--- config.mk ---
export PLATFORM = sky130hd
export DESIGN_NAME = segx_div_step
export DESIGN_NICKNAME = d
export VERILOG_FILES = /design/src/hdl/segx_pkg.sv /design/src/hdl/segx_div_step.sv
export SDC_FILE = /design/constraint.sdc
export NUM_CORES = 1
export LEC_CHECK = 0
export BUFFER_PORTS_ARGS = -buffer_cell sky130_fd_sc_hd__clkbuf_2
export CAP_MARGIN = 30
export CORE_UTILIZATION = 50
export CTS_CLUSTER_DIAMETER = 200
export DETAILED_ROUTE_END_ITERATION = 10
export PLACE_DENSITY = 0.78
export SLEW_MARGIN = 20
export SYNTH_ARGS = -nofsm -noshare
export SYNTH_HDL_FRONTEND = slang
export SYNTH_SLANG_ARGS = --single-unit
--- constraint.sdc ---
create_clock -name clk -period 5.8 [get_ports clk]
set_input_delay 0.58 -clock clk [delete_from_list [all_inputs] [get_ports clk]]
set_output_delay 0.58 -clock clk [all_outputs]
set_load 0.01 [all_outputs]
--- src/hdl/segx_pkg.sv ---
// shared types for the segment intersection pipeline
`default_nettype none
package segx_pkg;

  typedef struct packed {
    logic valid;
    logic hit;
    logic neg_x;
    logic neg_y;
  } segx_ctl_t;

endpackage
`default_nettype wire

--- src/hdl/segx_div_step.sv ---
// one quotient bit of the scaled division for both coordinates
`default_nettype none
module segx_div_step #(
  parameter int CB  = 16,
  parameter int BIT = 0
) (
  input  wire                          clk,
  input  wire                          rst_n,
  input  wire                          en,
  input  segx_pkg::segx_ctl_t          ctl_i,
  input  wire logic [CB-1:0]           ax_i,
  input  wire logic [CB-1:0]           ay_i,
  input  wire logic [2*CB+1:0]         num_i,
  input  wire logic [2*CB+1:0]         den_i,
  input  wire logic [2*CB+1:0]         rx_i,
  input  wire logic [2*CB+1:0]         ry_i,
  input  wire logic [CB-1:0]           qx_i,
  input  wire logic [CB-1:0]           qy_i,
  input  wire logic signed [CB-1:0]    bx_i,
  input  wire logic signed [CB-1:0]    by_i,
  output segx_pkg::segx_ctl_t          ctl_o,
  output logic [CB-1:0]                ax_o,
  output logic [CB-1:0]                ay_o,
  output logic [2*CB+1:0]              num_o,
  output logic [2*CB+1:0]              den_o,
  output logic [2*CB+1:0]              rx_o,
  output logic [2*CB+1:0]              ry_o,
  output logic [CB-1:0]                qx_o,
  output logic [CB-1:0]                qy_o,
  output logic signed [CB-1:0]         bx_o,
  output logic signed [CB-1:0]         by_o
);
  localparam int NW = 2 * CB + 2;
  localparam int EW = NW + 2;

  logic                 valid_r, hit_r, negx_r, negy_r;
  logic [CB-1:0]        ax_r, ay_r, qx_r, qy_r;
  logic [NW-1:0]        num_r, den_r, rx_r, ry_r;
  logic signed [CB-1:0] bx_r, by_r;

  logic [EW-1:0] ex, ey, d1, d2, rx_nxt_w, ry_nxt_w;
  logic [CB:0]   qx_w, qy_w;

  always_comb begin
    d1 = EW'(den_i);
    d2 = EW'(den_i) << 1;
    ex = (EW'(rx_i) << 1) + (ax_i[BIT] ? EW'(num_i) : '0);
    ey = (EW'(ry_i) << 1) + (ay_i[BIT] ? EW'(num_i) : '0);
    qx_w = {qx_i, 1'b0};
    qy_w = {qy_i, 1'b0};
    if (ex >= d2) begin
      rx_nxt_w = ex - d2;
      qx_w     = qx_w + (CB+1)'(2);
    end else if (ex >= d1) begin
      rx_nxt_w = ex - d1;
      qx_w     = qx_w + (CB+1)'(1);
    end else begin
      rx_nxt_w = ex;
    end
    if (ey >= d2) begin
      ry_nxt_w = ey - d2;
      qy_w     = qy_w + (CB+1)'(2);
    end else if (ey >= d1) begin
      ry_nxt_w = ey - d1;
      qy_w     = qy_w + (CB+1)'(1);
    end else begin
      ry_nxt_w = ey;
    end
  end

  always_ff @(posedge clk) begin
    if (!rst_n) begin
      valid_r <= 1'b0;
    end else if (en) begin
      valid_r <= ctl_i.valid;
    end
  end

  always_ff @(posedge clk) begin
    if (en) begin
      hit_r  <= ctl_i.hit;
      negx_r <= ctl_i.neg_x;
      negy_r <= ctl_i.neg_y;
      ax_r  <= ax_i;
      ay_r  <= ay_i;
      num_r <= num_i;
      den_r <= den_i;
      rx_r  <= rx_nxt_w[NW-1:0];
      ry_r  <= ry_nxt_w[NW-1:0];
      qx_r  <= qx_w[CB-1:0];
      qy_r  <= qy_w[CB-1:0];
      bx_r  <= bx_i;
      by_r  <= by_i;
    end
  end

  assign ctl_o = {valid_r, hit_r, negx_r, negy_r};
  assign ax_o  = ax_r;
  assign ay_o  = ay_r;
  assign num_o = num_r;
  assign den_o = den_r;
  assign rx_o  = rx_r;
  assign ry_o  = ry_r;
  assign qx_o  = qx_r;
  assign qy_o  = qy_r;
  assign bx_o  = bx_r;
  assign by_o  = by_r;
endmodule
`default_nettype wire

==> results.ini <==
[timing]
setup_violations=0
worst_pin_slew_ns=0.793
timing.final.hold_violations=0
timing.fmax_mhz=180
period_share_pct=95.7
final.setup.tns_ns=0
skew_ns=0
hold_ws_ns=0.197
rsz0062_at_grt=no
slew_violations=0
timing.final.crit_period_ns=5.55
fin_ws_ns=0.249
timing.slew.headroom_pct=47.1

[logic_synthesis]
synth.most_common_cell=edfxtp_1
synth_area_mm2=0.0194
syn_area_per_cell_um2=9.67
synthArstFlopShare_pct=0
synth_commonest_cells=edfxtp_1, ha_1, a21oi_1, nand2_1, xnor2_1
synth_edf_count=235
synth.distinct_cells=78
synth_warnings=0
yosysTopAreaCellShare_pct=36.3
synth_nets=2459
postSynthCellCount=2010
ys.flop_type=edfxtp_1
ys_seq_area_share_pct=36.4
yosys.area.top_type=edfxtp_1
ys_ff_latch=236
synth_area_leaders=edfxtp_1, ha_1, xnor2_1

[power]
leakage_nw=12.5
internal_power_mw=5.22
clkPwrFrac_pct=20.5
total_power_mw=8.34
pwr-share-comb_pct=51.0
p_sw_mw=3.12
seqPwrFrac_pct=28.5
switching_share_pct=37.4
ir_drop_uv=301
power_density_mw_per_mm2=322

[clock_tree]
cts_num_sinks=236
clkTransAtPathRegs_ns=0.06
cts_root_buf=clkbuf_16
clockBufferDepth=3
cts_htree_levels=1
clk_latency_ns=0.54
numCtsBuffers=26
tritoncts=yes

[placed_design]
dp_slack_ns=-0.575
io_buffers=472
dp_hpwl_um=56200
placed_area_mm2=0.0248
dpl.cell_count=3282
globalplace.congestion=0.965

[cells_and_area]
num-nets-final=3249
multi_input_area_mm2=0.0120
nFillCells=3015
syn2layout_area_growth_pct=33.2
final_cells=3337
final_core_util_pct=68.2
drive_gt1_share_pct=31.8
ff_latch_area_mm2=0.00708
final_area_mm2=0.0259

[die]
die-height_um=199
dieArea_mm2=0.0397
fp.coreArea_mm2=0.0379
start_util_pct=51.2
ios=475
dieWidth_um=199
fp-row-count=71

[grt]
grt_usage_pct=32.9
overflow=0
met1_usage_pct=42.8
antenna_found_initial=7
grt_pass1_vias=18500
grt_util_met3_pct=3.92
grt_first_pass_wirelength_um=100000
grt.busiest_layer=met2
grt_start_max_net_pins=142
use_met2_pct=55.5

[hold_path]
worst_hold_path_type=in -> reg

[setup_path]
crit_path_end_kind=flip-flop
critPathRequiredTime_ns=6.09
worstSetupStartpointType=input pin
critical-path-max-stage-delay_ns=0.41
path_class=in -> reg
worst_ep_arrival_time_ns=5.84
cp_common_cell=buf_4
path_max_fanout=6
crit_slowest_cell=fa_1
r2r_setup_slack_ns=5.20

[drt]
first_pass_iters=6
num_vias=19000
drcViolationCount=0
drt_iter0_markers=1340
vias_per_cell=5.69
antenna_left=0
wl_per_cell_um=20.1
wirelength_um=67000

[status]
status=complete, no violations

[job]
max_cap_viol_count=0

[sequential cells by signal (all words and copies together) (netlist names), 16 cells and up]
name	cells
ax_o	16
ay_o	16
bx_o	16
by_o	16
den_o	34
num_o	34
qx_o	16
qy_o	16
rx_o	34
ry_o	34
[final cells by class]
cell class	instances	area share, %
multi-input combinational	1639	46.2
sequential	236	27.3
timing repair buffer	805	19.2
clock buffer	36	2.82
tap	511	2.47
inverter	92	1.33
clock inverter	12	0.575
antenna	6	0.0580
[per-layer routing]
| layer | up-vias | share of wire, % |
|---|---|---|
| met5 | - | 0.013 |
| met4 | 2 | 3.9 |
| met3 | 131 | 6.1 |
| met2 | 754 | 47 |
| met1 | 8947 | 43 |
| li1 | 9163 | - |
[logic make-up after synthesis]
| kind of cell | after synthesis | share of synthesized area, % |
|---|---|---|
| buf+inv | 135 | 2.77 |
| mux | 72 | 3.75 |
| compound gates | 611 | 20.1 |
| flops | 236 | 36.4 |
| xor+xnor | 192 | 8.69 |
| simple gates | 554 | 14.5 |
| fa+ha+maj | 210 | 13.8 |
[critical path, delay by kind of cell]
kind | cells | cell delay (ns)
adders and majority gates | 3 | 0.93
buffers and inverters | 6 | 0.78
AOI/OAI and AO/OA | 9 | 1.44
and+or+nand+nor | 9 | 1.77
xor gates and xnor gates | 2 | 0.32
[cells in the final DEF, fill, tap and decap left out, types with 23 or more instances in the layout]
cell	netlist	layout
edfxtp_1	235	235
ha_1	204	204
buf_4	6	324
mux2i_1	66	65
a31oi_1	27	25
inv_1	92	92
xnor2_1	118	118
clkbuf_16	0	27
nor2_1	98	97
a21o_1	90	90
a21oi_1	201	199
o21a_1	23	23
nor3_1	32	31
a211oi_1	26	25
and3_1	36	36
clkbuf_2	0	471
nand2_1	143	143
nand3_1	53	51
o21ai_0	93	92
o21ai_1	25	26
xor2_1	73	72
and2_1	77	77
nand4_1	25	25
[power groups by stage]
stage                     Sequential [mW]  Combinational, mW  Clock (mW)
after detailed placement             2.41               4.14           0
after floorplan                      2.54               2.33           0
final                                2.38               4.26        1.71
after global placement               2.41               4.08           0
after global routing                 2.40               4.63        1.80
after CTS                            2.38               4.18        1.74
[timing repair]
action | CTS | global route
gates cloned | 0 | 0
gates resized for setup | 1 | 26
buffers inserted | 0 | 1
hold buffers | 0 | 0
pin swaps | 1 | 10
endpoints found under the setup margin | 3 | 97
[path summary, 6_finish.rpt]
path	start	end	cells past startpoint
worst max-delay path	ay_i[0]	qy_o[13]	29
worst min-delay path	ax_i[6]	ax_o[6]	1
worst max register to register	valid_r	valid_r	2
worst min register to register	valid_r	valid_r	2
(Power assumes the default switching activity.)
